File: src/sv/macp_pkg.sv
// ----------------------------------------------------------------------------
// macp_pkg
// Types, constants and helper functions of the PCM output converter.
// ----------------------------------------------------------------------------
package macp_pkg;

  localparam int MAX_OUT_CHANNELS = 8;
  localparam int MAX_RING_SLOTS   = 1048576;

  localparam int TIME_W   = 31;
  localparam int ACC_W    = 32;
  localparam int WORD_W   = 32;
  localparam int FMT_W    = 2;
  localparam int CHN_W    = 4;
  localparam int RING_W   = 21;
  localparam int SLOT_W   = 20;
  localparam int DVD_W    = TIME_W + CHN_W;
  localparam int CH_IDX_W = $clog2(MAX_OUT_CHANNELS);

  // sample formats
  localparam logic [FMT_W-1:0] FMT_U8  = 2'd0;
  localparam logic [FMT_W-1:0] FMT_S16 = 2'd1;
  localparam logic [FMT_W-1:0] FMT_F32 = 2'd2;

  // register indexes (paddr[3:2])
  localparam logic [1:0] REG_FMT  = 2'd0;
  localparam logic [1:0] REG_CHN  = 2'd1;
  localparam logic [1:0] REG_RING = 2'd2;

  localparam logic [FMT_W-1:0]  FMT_RESET  = FMT_S16;
  localparam logic [CHN_W-1:0]  CHN_RESET  = 4'd2;
  localparam logic [RING_W-1:0] RING_RESET = 21'd65536;

  typedef struct packed {
    logic [FMT_W-1:0]  fmt;
    logic [CHN_W-1:0]  chans;  // clamped to 1..MAX_OUT_CHANNELS
    logic [RING_W-1:0] ring;   // clamped to 1..MAX_RING_SLOTS
  } cfg_t;

  // one restoring remainder step
  function automatic logic [SLOT_W-1:0] div_step(input logic [SLOT_W-1:0] rem,
                                                 input logic              dbit,
                                                 input logic [RING_W-1:0] divisor);
    logic [RING_W-1:0] t;
    logic [RING_W-1:0] d;
    t = {rem, dbit};
    d = t - divisor;
    if (t >= divisor) begin
      return d[SLOT_W-1:0];
    end
    return t[SLOT_W-1:0];
  endfunction

  // encoding of a zero sample for the silent channels
  function automatic logic [WORD_W-1:0] zero_word(input logic [FMT_W-1:0] fmt);
    if (fmt == FMT_U8) begin
      return 32'h0000_0080;
    end
    return '0;
  endfunction

endpackage

File: src/sv/mix_accumulator_to_pcm_output.sv
// ----------------------------------------------------------------------------
// mix_accumulator_to_pcm_output
// Converts mixed stereo frames to interleaved PCM ring writes.
// ----------------------------------------------------------------------------
// One frame enters per cycle while the output keeps up; the output issues one
// ring write per cycle while out_ready_i is high, one per output channel of a
// frame, and that write port sets the sustained rate. Between acceptance and
// the first write a frame passes the time*channels product register, the
// bit-per-stage slot remainder pipeline, the sample-lane registers and the
// sequencer's frame register. The pipeline stalls as a whole when the output
// holds a frame it cannot yet release.
module mix_accumulator_to_pcm_output (
  input  logic                        clk_i,
  input  logic                        rst_ni,
  input  logic                        psel,
  input  logic                        penable,
  input  logic                        pwrite,
  input  logic [3:0]                  paddr,
  input  logic [31:0]                 pwdata,
  output logic [31:0]                 prdata,
  output logic                        pready,
  input  logic                        in_valid_i,
  output logic                        in_ready_o,
  input  logic [macp_pkg::TIME_W-1:0] paint_time_i,
  input  logic signed [macp_pkg::ACC_W-1:0] left_acc_i,
  input  logic signed [macp_pkg::ACC_W-1:0] right_acc_i,
  output logic                        out_valid_o,
  input  logic                        out_ready_i,
  output logic [macp_pkg::SLOT_W-1:0] slot_index_o,
  output logic [macp_pkg::WORD_W-1:0] sample_word_o,
  output logic                        last_o
);

  logic [macp_pkg::FMT_W-1:0]  fmt_q;
  logic [macp_pkg::CHN_W-1:0]  chn_q;
  logic [macp_pkg::RING_W-1:0] ring_q;
  macp_pkg::cfg_t              cfg;
  logic                        wr_en;

  assign pready = 1'b1;
  assign wr_en  = psel && penable && pwrite;

  always_ff @(posedge clk_i or negedge rst_ni) begin
    if (!rst_ni) begin
      fmt_q  <= macp_pkg::FMT_RESET;
      chn_q  <= macp_pkg::CHN_RESET;
      ring_q <= macp_pkg::RING_RESET;
    end else if (wr_en) begin
      unique case (paddr[3:2])
        macp_pkg::REG_FMT:  fmt_q  <= pwdata[macp_pkg::FMT_W-1:0];
        macp_pkg::REG_CHN:  chn_q  <= pwdata[macp_pkg::CHN_W-1:0];
        macp_pkg::REG_RING: ring_q <= pwdata[macp_pkg::RING_W-1:0];
        default: ;
      endcase
    end
  end

  always_comb begin
    unique case (paddr[3:2])
      macp_pkg::REG_FMT:  prdata = {30'd0, fmt_q};
      macp_pkg::REG_CHN:  prdata = {28'd0, chn_q};
      macp_pkg::REG_RING: prdata = {11'd0, ring_q};
      default:            prdata = '0;
    endcase
  end

  always_comb begin
    cfg.fmt = fmt_q;
    if (chn_q == '0) begin
      cfg.chans = macp_pkg::CHN_W'(1);
    end else if (chn_q > macp_pkg::CHN_W'(macp_pkg::MAX_OUT_CHANNELS)) begin
      cfg.chans = macp_pkg::CHN_W'(macp_pkg::MAX_OUT_CHANNELS);
    end else begin
      cfg.chans = chn_q;
    end
    if (ring_q == '0) begin
      cfg.ring = macp_pkg::RING_W'(1);
    end else if (ring_q > macp_pkg::RING_W'(macp_pkg::MAX_RING_SLOTS)) begin
      cfg.ring = macp_pkg::RING_W'(macp_pkg::MAX_RING_SLOTS);
    end else begin
      cfg.ring = ring_q;
    end
  end

  // global advance: the last lane stage is empty or moves into the sequencer
  logic en;
  logic seq_load;
  logic va_q, vb_q;

  assign en         = !vb_q || seq_load;
  assign in_ready_o = en;

  logic                         s0v_q;
  logic [macp_pkg::DVD_W-1:0]   s0_dvd_q;
  logic [2*macp_pkg::ACC_W-1:0] s0_tag_q;

  always_ff @(posedge clk_i or negedge rst_ni) begin
    if (!rst_ni) begin
      s0v_q <= 1'b0;
    end else if (en) begin
      s0v_q <= in_valid_i;
    end
  end

  always_ff @(posedge clk_i) begin
    if (en) begin
      s0_dvd_q <= macp_pkg::DVD_W'(paint_time_i) * macp_pkg::DVD_W'(cfg.chans);
      s0_tag_q <= {left_acc_i, right_acc_i};
    end
  end

  logic                         dv_valid;
  logic [macp_pkg::SLOT_W-1:0]  dv_rem;
  logic [2*macp_pkg::ACC_W-1:0] dv_tag;

  macp_slot_div u_div (
    .clk_i      (clk_i),
    .rst_ni     (rst_ni),
    .en_i       (en),
    .valid_i    (s0v_q),
    .dividend_i (s0_dvd_q),
    .divisor_i  (cfg.ring),
    .tag_i      (s0_tag_q),
    .valid_o    (dv_valid),
    .rem_o      (dv_rem),
    .tag_o      (dv_tag)
  );

  logic [macp_pkg::SLOT_W-1:0] base_a_q, base_b_q;
  logic [macp_pkg::WORD_W-1:0] word_l, word_r;

  always_ff @(posedge clk_i or negedge rst_ni) begin
    if (!rst_ni) begin
      va_q <= 1'b0;
      vb_q <= 1'b0;
    end else if (en) begin
      va_q <= dv_valid;
      vb_q <= va_q;
    end
  end

  always_ff @(posedge clk_i) begin
    if (en) begin
      base_a_q <= dv_rem;
      base_b_q <= base_a_q;
    end
  end

  macp_lane u_lane_l (
    .clk_i  (clk_i),
    .en_i   (en),
    .fmt_i  (cfg.fmt),
    .acc_i  (dv_tag[2*macp_pkg::ACC_W-1:macp_pkg::ACC_W]),
    .word_o (word_l)
  );

  macp_lane u_lane_r (
    .clk_i  (clk_i),
    .en_i   (en),
    .fmt_i  (cfg.fmt),
    .acc_i  (dv_tag[macp_pkg::ACC_W-1:0]),
    .word_o (word_r)
  );

  macp_out_seq u_seq (
    .clk_i         (clk_i),
    .rst_ni        (rst_ni),
    .cfg_i         (cfg),
    .valid_i       (vb_q),
    .load_o        (seq_load),
    .base_i        (base_b_q),
    .word0_i       (word_l),
    .word1_i       (word_r),
    .out_valid_o   (out_valid_o),
    .out_ready_i   (out_ready_i),
    .slot_index_o  (slot_index_o),
    .sample_word_o (sample_word_o),
    .last_o        (last_o)
  );

endmodule

File: src/sv/macp_slot_div.sv
// ----------------------------------------------------------------------------
// macp_slot_div
// Pipelined restoring remainder: dividend mod divisor, one bit per stage.
// Carries a tag alongside each item.
// ----------------------------------------------------------------------------
module macp_slot_div (
  input  logic                        clk_i,
  input  logic                        rst_ni,
  input  logic                        en_i,
  input  logic                        valid_i,
  input  logic [macp_pkg::DVD_W-1:0]  dividend_i,
  input  logic [macp_pkg::RING_W-1:0] divisor_i,
  input  logic [2*macp_pkg::ACC_W-1:0] tag_i,
  output logic                        valid_o,
  output logic [macp_pkg::SLOT_W-1:0] rem_o,
  output logic [2*macp_pkg::ACC_W-1:0] tag_o
);

  localparam int NST = macp_pkg::DVD_W;

  logic                          vld_q [NST];
  logic [macp_pkg::SLOT_W-1:0]   rem_q [NST];
  logic [macp_pkg::DVD_W-1:0]    dvd_q [NST];
  logic [2*macp_pkg::ACC_W-1:0]  tag_q [NST];

  for (genvar k = 0; k < NST; k++) begin : g_st
    logic                          vld_d;
    logic [macp_pkg::SLOT_W-1:0]   rem_in;
    logic [macp_pkg::DVD_W-1:0]    dvd_d;
    logic [2*macp_pkg::ACC_W-1:0]  tag_d;

    if (k == 0) begin : g_first
      assign vld_d  = valid_i;
      assign rem_in = '0;
      assign dvd_d  = dividend_i;
      assign tag_d  = tag_i;
    end else begin : g_rest
      assign vld_d  = vld_q[k-1];
      assign rem_in = rem_q[k-1];
      assign dvd_d  = dvd_q[k-1];
      assign tag_d  = tag_q[k-1];
    end

    always_ff @(posedge clk_i or negedge rst_ni) begin
      if (!rst_ni) begin
        vld_q[k] <= 1'b0;
      end else if (en_i) begin
        vld_q[k] <= vld_d;
      end
    end

    always_ff @(posedge clk_i) begin
      if (en_i) begin
        rem_q[k] <= macp_pkg::div_step(rem_in, dvd_d[NST-1-k], divisor_i);
        dvd_q[k] <= dvd_d;
        tag_q[k] <= tag_d;
      end
    end
  end

  assign valid_o = vld_q[NST-1];
  assign rem_o   = rem_q[NST-1];
  assign tag_o   = tag_q[NST-1];

endmodule

File: src/sv/macp_lane.sv
// ----------------------------------------------------------------------------
// macp_lane
// One sample lane: 24.8 accumulator to saturated 16-bit, then format encode.
// Two register stages.
// ----------------------------------------------------------------------------
module macp_lane (
  input  logic                        clk_i,
  input  logic                        en_i,
  input  logic [macp_pkg::FMT_W-1:0]  fmt_i,
  input  logic [macp_pkg::ACC_W-1:0]  acc_i,
  output logic [macp_pkg::WORD_W-1:0] word_o
);

  logic signed [23:0] s24;
  logic signed [23:0] lo;
  logic        [15:0] v_d, v_q;
  logic        [15:0] neg;
  logic        [14:0] x_d, x_q;
  logic        [3:0]  lz_d, lz_q;
  logic [macp_pkg::WORD_W-1:0] word_d, word_q;
  logic [59:0] wide;
  logic [59:0] sh;
  logic [7:0]  expo;
  logic [30:0] mag;

  // stage A: floor shift, saturate, magnitude and leading zeros
  always_comb begin
    s24 = $signed(acc_i[31:8]);
    lo  = (fmt_i == macp_pkg::FMT_F32) ? -24'sd32767 : -24'sd32768;
    if (s24 > 24'sd32767) begin
      v_d = 16'h7fff;
    end else if (s24 < lo) begin
      v_d = lo[15:0];
    end else begin
      v_d = s24[15:0];
    end
    neg = -v_d;
    x_d = v_d[15] ? neg[14:0] : v_d[14:0];
    lz_d = 4'd0;
    for (int i = 0; i < 15; i++) begin
      if (x_d[i]) begin
        lz_d = 4'(14 - i);
      end
    end
  end

  always_ff @(posedge clk_i) begin
    if (en_i) begin
      v_q  <= v_d;
      x_q  <= x_d;
      lz_q <= lz_d;
    end
  end

  // stage B: x/32767 is the 15-bit pattern of x repeated forever, so the
  // tail is never a tie and the guard bit alone decides rounding
  always_comb begin
    wide = {x_q, x_q, x_q, x_q};
    sh   = wide << lz_q;
    expo = 8'd126 - {4'd0, lz_q};
    mag  = {expo, sh[58:36]} + {30'd0, sh[35]};
    case (fmt_i)
      macp_pkg::FMT_U8: begin
        word_d = {24'd0, ~v_q[15], v_q[14:8]};
      end
      macp_pkg::FMT_F32: begin
        if (x_q == 15'd0) begin
          word_d = '0;
        end else if (x_q == 15'h7fff) begin
          word_d = {v_q[15], 8'd127, 23'd0};
        end else begin
          word_d = {v_q[15], mag};
        end
      end
      default: begin
        word_d = {16'd0, v_q};
      end
    endcase
  end

  always_ff @(posedge clk_i) begin
    if (en_i) begin
      word_q <= word_d;
    end
  end

  assign word_o = word_q;

endmodule

File: src/sv/macp_out_seq.sv
// ----------------------------------------------------------------------------
// macp_out_seq
// Merging stage: holds one converted frame and issues one ring write per
// output channel, stepping the slot with wrap at the ring size.
// ----------------------------------------------------------------------------
module macp_out_seq (
  input  logic                        clk_i,
  input  logic                        rst_ni,
  input  macp_pkg::cfg_t              cfg_i,
  input  logic                        valid_i,
  output logic                        load_o,
  input  logic [macp_pkg::SLOT_W-1:0] base_i,
  input  logic [macp_pkg::WORD_W-1:0] word0_i,
  input  logic [macp_pkg::WORD_W-1:0] word1_i,
  output logic                        out_valid_o,
  input  logic                        out_ready_i,
  output logic [macp_pkg::SLOT_W-1:0] slot_index_o,
  output logic [macp_pkg::WORD_W-1:0] sample_word_o,
  output logic                        last_o
);

  logic                          busy_q;
  logic [macp_pkg::CH_IDX_W-1:0] chan_q;
  logic [macp_pkg::SLOT_W-1:0]   slot_q;
  logic [macp_pkg::WORD_W-1:0]   w0_q, w1_q;
  logic [macp_pkg::CHN_W-1:0]    chan_next;
  logic [macp_pkg::RING_W-1:0]   slot_inc;
  logic                          beat;

  assign chan_next = {1'b0, chan_q} + 1'b1;
  assign slot_inc  = {1'b0, slot_q} + 1'b1;
  assign last_o    = (chan_next == cfg_i.chans);
  assign beat      = busy_q && out_ready_i;
  assign load_o    = !busy_q || (beat && last_o);

  always_ff @(posedge clk_i or negedge rst_ni) begin
    if (!rst_ni) begin
      busy_q <= 1'b0;
      chan_q <= '0;
    end else if (load_o) begin
      busy_q <= valid_i;
      chan_q <= '0;
    end else if (beat) begin
      chan_q <= chan_q + 1'b1;
    end
  end

  always_ff @(posedge clk_i) begin
    if (load_o) begin
      slot_q <= base_i;
      w0_q   <= word0_i;
      w1_q   <= word1_i;
    end else if (beat) begin
      slot_q <= (slot_inc == cfg_i.ring) ? '0 : slot_inc[macp_pkg::SLOT_W-1:0];
    end
  end

  always_comb begin
    case (chan_q)
      macp_pkg::CH_IDX_W'(0): sample_word_o = w0_q;
      macp_pkg::CH_IDX_W'(1): sample_word_o = w1_q;
      default:                sample_word_o = macp_pkg::zero_word(cfg_i.fmt);
    endcase
  end

  assign out_valid_o  = busy_q;
  assign slot_index_o = slot_q;

endmodule

File: config.mk
export PLATFORM = sky130hd
export DESIGN_NAME = mix_accumulator_to_pcm_output
export DESIGN_NICKNAME = d
export VERILOG_FILES = /design/src/sv/macp_pkg.sv /design/src/sv/mix_accumulator_to_pcm_output.sv /design/src/sv/macp_slot_div.sv /design/src/sv/macp_lane.sv /design/src/sv/macp_out_seq.sv
export SDC_FILE = /design/constraint.sdc
export NUM_CORES = 2
export LEC_CHECK = 0
export ABC_AREA = 1
export BUFFER_PORTS_ARGS = -buffer_cell sky130_fd_sc_hd__clkbuf_2
export CELL_PAD_IN_SITES_DETAIL_PLACEMENT = 1
export CELL_PAD_IN_SITES_GLOBAL_PLACEMENT = 2
export CORE_ASPECT_RATIO = 1.5
export CORE_MARGIN = 5
export CORE_UTILIZATION = 42
export CTS_BUF_LIST = sky130_fd_sc_hd__clkbuf_2 sky130_fd_sc_hd__clkbuf_4 sky130_fd_sc_hd__clkbuf_8
export DETAILED_ROUTE_END_ITERATION = 8
export PLACE_DENSITY_LB_ADDON = 0.1
export SETUP_SLACK_MARGIN = 0.4
export SYNTH_ARGS = -nofsm -noshare
export SYNTH_HDL_FRONTEND = slang
export SYNTH_MEMORY_MAX_BITS = 65536
export SYNTH_SLANG_ARGS = --single-unit
File: constraint.sdc
create_clock -name clk_i -period 56.9 [get_ports clk_i]
set_input_delay 8.535 -clock clk_i [delete_from_list [all_inputs] [get_ports clk_i]]
set_output_delay 8.535 -clock clk_i [all_outputs]
set_load 0.1 [all_outputs]
# After elaboration in Yosys (flattened, before gate mapping)

Memories as Yosys holds them, arrays and structs flattened. A register that Yosys moved wholly into a read port is not among the register bits.
Index checks and enable logic that the tools add are counted.

Register bits after elaboration: 406
Latch bits: 0
RAM bits: 4165
Bits in read-only memories: 0
Word-level logic and storage cells: 423
Memories kept: 3

$add $sub $neg: 44
Multipliers: 1
Divide/modulo/power cells: 0
Order comparisons: 41
Equal/unequal tests: 8
Shift-type cells: 2
Mux-type cells: 233
Bitwise gates (word level): 2
Reductions and logical operators: 26

Memories:

| name        | words | width | rd ports | clocked after memory_dff | write ports | line                | source |
|---|---|---|---|---|---|---|---|
| u_div.tag_q | 35    | 64    | 35       | 0                        | 35          | macp_slot_div.sv:24 | `logic [2*macp_pkg::ACC_W-1:0] tag_q [NST];` |
| u_div.dvd_q | 35    | 35    | 34       | 0                        | 35          | macp_slot_div.sv:23 | `logic [macp_pkg::DVD_W-1:0] dvd_q [NST];` |
| u_div.rem_q | 35    | 20    | 35       | 1                        | 35          | macp_slot_div.sv:22 | `logic [macp_pkg::SLOT_W-1:0] rem_q [NST];` |

Operators with widths:

| kind                                                                   | count |
|---|---|
| 20-bit 2-to-1 mux                                                      | 108 |
| 21-bit greater-or-equal comparator                                     | 34 |
| 20-bit subtractor                                                      | 34 |
| 32-bit one-hot mux with 2 select lines                                 | 3 |
| 32-bit 2-to-1 mux                                                      | 4 |
| 60-bit by 4-bit << shifter with 59-bit output                          | 2 |
| 1-bit 2-to-1 mux                                                       | 77 |
| 16-bit 2-to-1 mux                                                      | 4 |
| 4-bit 2-to-1 mux                                                       | 16 |
| 21-bit one-hot mux with 3 select lines                                 | 1 |
| 31-bit by 1-bit adder with 31-bit output                               | 2 |
| 31-bit 2-to-1 mux                                                      | 2 |
| 24-bit by 16-bit > comparator with 1-bit output, second input constant | 2 |
| 24-bit < comparator                                                    | 2 |
| 21-bit 2-to-1 mux                                                      | 2 |
| 31-bit by 4-bit multiplier with 35-bit output                          | 1 |
| 15-bit equality test, second input constant                            | 2 |
| 15-bit zero test                                                       | 2 |
| 15-bit 2-to-1 mux                                                      | 2 |
| 3-bit 2-to-1 mux                                                       | 10 |
| 15-bit negator                                                         | 2 |
| 20-bit by 1-bit adder with 21-bit output, second input constant        | 1 |
| 21-bit equality test                                                   | 1 |
| 1-bit by 21-bit greater-or-equal comparator with 1-bit output          | 1 |
| other kinds (24)                                                       | 42 |

# Logic depth before layout (Yosys ltp)

Depth after elaboration: 21
Mapped depth: 29
Depth with buffers taken out: 28

# Hierarchy

From an unflattened synthesis, not the netlist that was laid out.

Cell total of the unflattened synthesis: 17267
Area total of the unflattened synthesis: 185686.8 um^2

By module, submodules not included:

| module                        | instances | cells each | area an instance (um^2) | seq. area each (um^2) |
|---|---|---|---|---|
| macp_slot_div                 | 1         | 14321      | 160655.3                | 107027.6 |
| mix_accumulator_to_pcm_output | 1         | 1243       | 10608.9                 | 4928.5 |
| macp_lane                     | 2         | 583        | 4837.1                  | 1981.9 |
| macp_out_seq                  | 1         | 537        | 4748.3                  | 2622.5 |

# Worst setup path after synthesis

Ideal clock, no wire load.

Kind: in2out
Start point: input port out_ready_i
End point: output port in_ready_o
Arrival time: 47083 ps
Path slack: 1282 ps
Stages on the path: 6
Path buffers: 2
Path through: inv_1 > nand2_1 > nand2_2 > nand2_2 > buf_2 > buf_2

Cells in the longest elaborated chain, start to end: 4

RTL lines:

| item              | line                                | source |
|---|---|---|
| start, declared   | mix_accumulator_to_pcm_output.sv:28 | `input logic out_ready_i,` |
| 1-bit logical AND | macp_out_seq.sv:33                  | `assign beat = busy_q && out_ready_i;` |
| 1-bit logical AND | macp_out_seq.sv:34                  | `assign load_o = !busy_q \|\| (beat && last_o);` |
| 1-bit logical OR  | macp_out_seq.sv:34                  |  |
| 1-bit logical OR  | mix_accumulator_to_pcm_output.sv:90 | `assign en = !vb_q \|\| seq_load;` |
| end, declared     | mix_accumulator_to_pcm_output.sv:23 | `output logic in_ready_o,` |

No other way between the ends.

# Worst setup path after layout

Same ends and word-level chain as after synthesis.

==> impl_metrics.yaml <==
route:
  drt_iter0_markers: 4185
  route.detailed.drc: 0
  route.vias.total: 86736
  drt_wl_total_mm: 328
  dr.pass1.iters: 5
  avgRoutedWirePerCell_um: 19.1
  vias_per_cell: 5.05
  ant_nets: 0
sta:
  slew_violations: 0
  finClkSkew_ns: 0.0775
  period_share_pct: 34.2
  worst_slack_ns: 37.43
  fin_setup_tns_ns: 0
  period_minus_slack_ns: 19.47
  relSlewSlack_pct: 20.6
  setup_viol: 0
  fmax_mhz: 51.4
  hold_viol_final: 0
  tightestPinTransition_ns: 1.19
  rsz0062_at_grt: "no"
power_and_ir_drop:
  power_switching_uw: 2960
  seqPwrFrac_pct: 43.8
  power.switching_fraction_pct: 35.0
  vdd_drop_max_uv: 29.2
  power.total_uw: 8450
  pwr-share-clk_pct: 23.7
  share_comb_of_total_power_pct: 32.4
  power.leakage_uw: 0.0608
  p_int_uw: 5490
  cellPowerDensity_nw_per_um2: 51.0
setup_path:
  required_ns: 48.37
  critPathArrivalTime_ns: 10.94
  crit_path_top_delay_cell: "clkbuf_2"
  crit_top_cell: "clkbuf_2"
  crit_chain: "clkbuf_2, inv_1, nand2_1, buf_4, nand2_2, nand2_8, clkbuf_2"
  endpoint_kind: "output port"
  path_max_fanout: 67
  critPathLaunchType: "input pin"
  slowest_delay_ns: 0.67
  critical_path_class: "in2out"
  cp_num_buf_inv: 4
  cp_top_family: "buffers and inverters"
grt:
  grt_pass1_wl_mm: 517
  grt-ovfl-total: 0
  antenna_found_initial: 12
  grtUsageTotal_pct: 17.8
  first_global_vias: 93598
  grt_start_max_net_pins: 209
clock_tree:
  clkTransAtPathRegs_ns: 0.06
  htree_levels: 6
  holdBufCountCts: 0
  cts_setup_buffers: 0
  cts_buffers: 524
  clk_path_buf_depth: 4
  clk_root_buffer_cell: "clkbuf_8"
  cts-resized-gates: 0
  cts_sinks: 3383
  cts_tree: "yes"
  clk_latency_ns: 1.04
logic_synthesis:
  synth_top_area_cell: "edfxtp_1"
  synthFlopType: "edfxtp_1"
  syn_avg_cell_area_sq_um: 13.0
  synth_cell_types: 70
  synth_top_area_share_pct: 67.0
  synthTopCellsByArea: "edfxtp_1 (67%), ha_1 (6.5%), a21oi_1 (4.6%)"
  yosysWarnings: 0
  seq_area_frac_synth_pct: 68.2
  async_reset_ff_share_pct: 2.04
  synth_area_sq_um: 148000
  synthCells: 11461
  ys_ff_latch: 3383
  synth_edf_count: 3314
layout:
  num-fill-cells: 36345
  layout-drive-gt1-share_pct: 10.2
  fin_nets: 13074
  layout.cells.non_filler: 17181
  regArea_sq_um: 101000
  fin_area_sq_um: 166000
  multi_input_area_sq_um: 43200
  final_common_cell: "edfxtp_1"
  final_cell_mix: "edfxtp_1 (3,314), nand2_1 (1,541), a21oi_1 (1,372)"
  area_delta_synth_final_pct: 11.5
placement:
  port_buffers: 184
  postPlaceCellArea_sq_um: 155000
  placed_cells: 16256
  place_hpwl_mm: 229
  pre_cts_ws_ns: 37.23
  gp_congestion: 0.858
run:
  maxCapViolCount: 0
die:
  row_count: 267
  die-width_um: 495
  pin_count: 226
  die_y_um: 738
  start_util_pct: 42.1
  core_area_sq_um: 352000
  dieArea_sq_um: 366000
worst_hold_path:
  hp-class: "reg2reg"
status:
  status: "finished clean"
-- synth_stat cells, types with 111 or more instances --
cell type and number:
edfxtp_1 3314, xor2_1 257, ha_1 769, inv_1 800, nand2_1 1550, o21ai_0 317
a21oi_1 1372, nand3_1 393, nor2_1 1039, nor3_1 111, xnor2_1 392, clkbuf_1 115
-- sequential cells by signal, indices dropped and copies added, names as in the netlist, 20 cells and up --
name / count
u_div.tag_q: 1680
ring_q: 21
u_div.rem_q: 700
s0_tag_q: 48
base_a_q: 20
u_div.dvd_q: 595
u_seq.w0_q: 32
base_b_q: 20
s0_dvd_q: 35
u_div.g_st.vld_d: 34
u_lane_r.word_o: 32
u_lane_l.word_o: 32
u_seq.slot_index_o: 20
u_seq.w1_q: 32
-- power groups by stage --
stage          sequential, uW  combinational [uW]  clock, uW
2_1_floorplan            4700                2020          0
6_report                 3700                2740       2000
3_5_place_dp             3760                2770          0
3_3_place_gp             3730                2710          0
4_1_cts                  3710                2800       2100
5_1_grt                  3750                3090       2220
-- through the flow --
| step | util [%] | hold WS (ns) |
|---|---|---|
| final | 47.0 | 0.361 |
| after global routing | 47.0 | 0.359 |
| after CTS | 47.0 | 0.349 |
| after detailed placement | 44.1 | 0.405 |
| after global placement | 44.1 | 0.400 |
| after floorplan | - | 0.400 |
-- cell type report --
type,count,area share (%)
sequential,3383,61.1
multi-input combinational,7045,26.1
clock buffer,690,5.16
tap,4707,3.56
inverter,811,1.84
timing repair buffer,310,1.16
clock inverter,228,1.05
antenna,7,0.0106
-- cell families (layout without fill, tap and decap cells) --
kind of cell             Yosys count  after routing  share of synthesized area (%)
buffers and inverters           1043           2039                           2.79
other                              2             19                        0.00506
multiplexers                      22             22                          0.152
XOR/XNOR                         651            651                           3.85
adder cells (fa/ha/maj)          861            861                           7.72
flip-flops                      3383           3383                           68.2
AO/OA/AOI/OAI                   2123           2123                           7.77
AND/OR/NAND/NOR                 3376           3376                           9.52
-- worst reg2reg max path: cells and delay by family, from the launching register on --
family / cells / cell delay, ns
and+or+nand+nor: 6 / 1.59
buffers and inverters: 9 / 6.06
xor gates and xnor gates: 1 / 0.34
DFF: 1 / 0.39
-- per-layer routing --
layer	global-route usage (%)	wire (um)	vias up	share of wire, %
met1	20.9	133000	42332	41
met3	2.44	10200	624	3.1
met4	6.84	12900	0	3.9
met5	0	0	-	0
li1	-	-	42589	-
met2	32.8	172000	1191	52
-- path summary, 6_finish.rpt --
kind                                      from                  end  slack (ns)  depth (start not counted)
min in group asynchronous               rst_ni  u_div.g_st[5].vld_d        7.65                          1
min                        u_div.tag_q[11][56]  u_div.tag_q[12][56]        0.36                          0
max                                out_ready_i           in_ready_o       37.43                          7
max in group asynchronous               rst_ni             chn_q[3]       48.56                          1
min reg2reg                u_div.tag_q[11][56]  u_div.tag_q[12][56]        0.36                          0
max reg2reg                           chn_q[3]   u_div.tag_q[6][11]       48.14                         16
No activity file was read; power rests on OpenSTA's default activity.
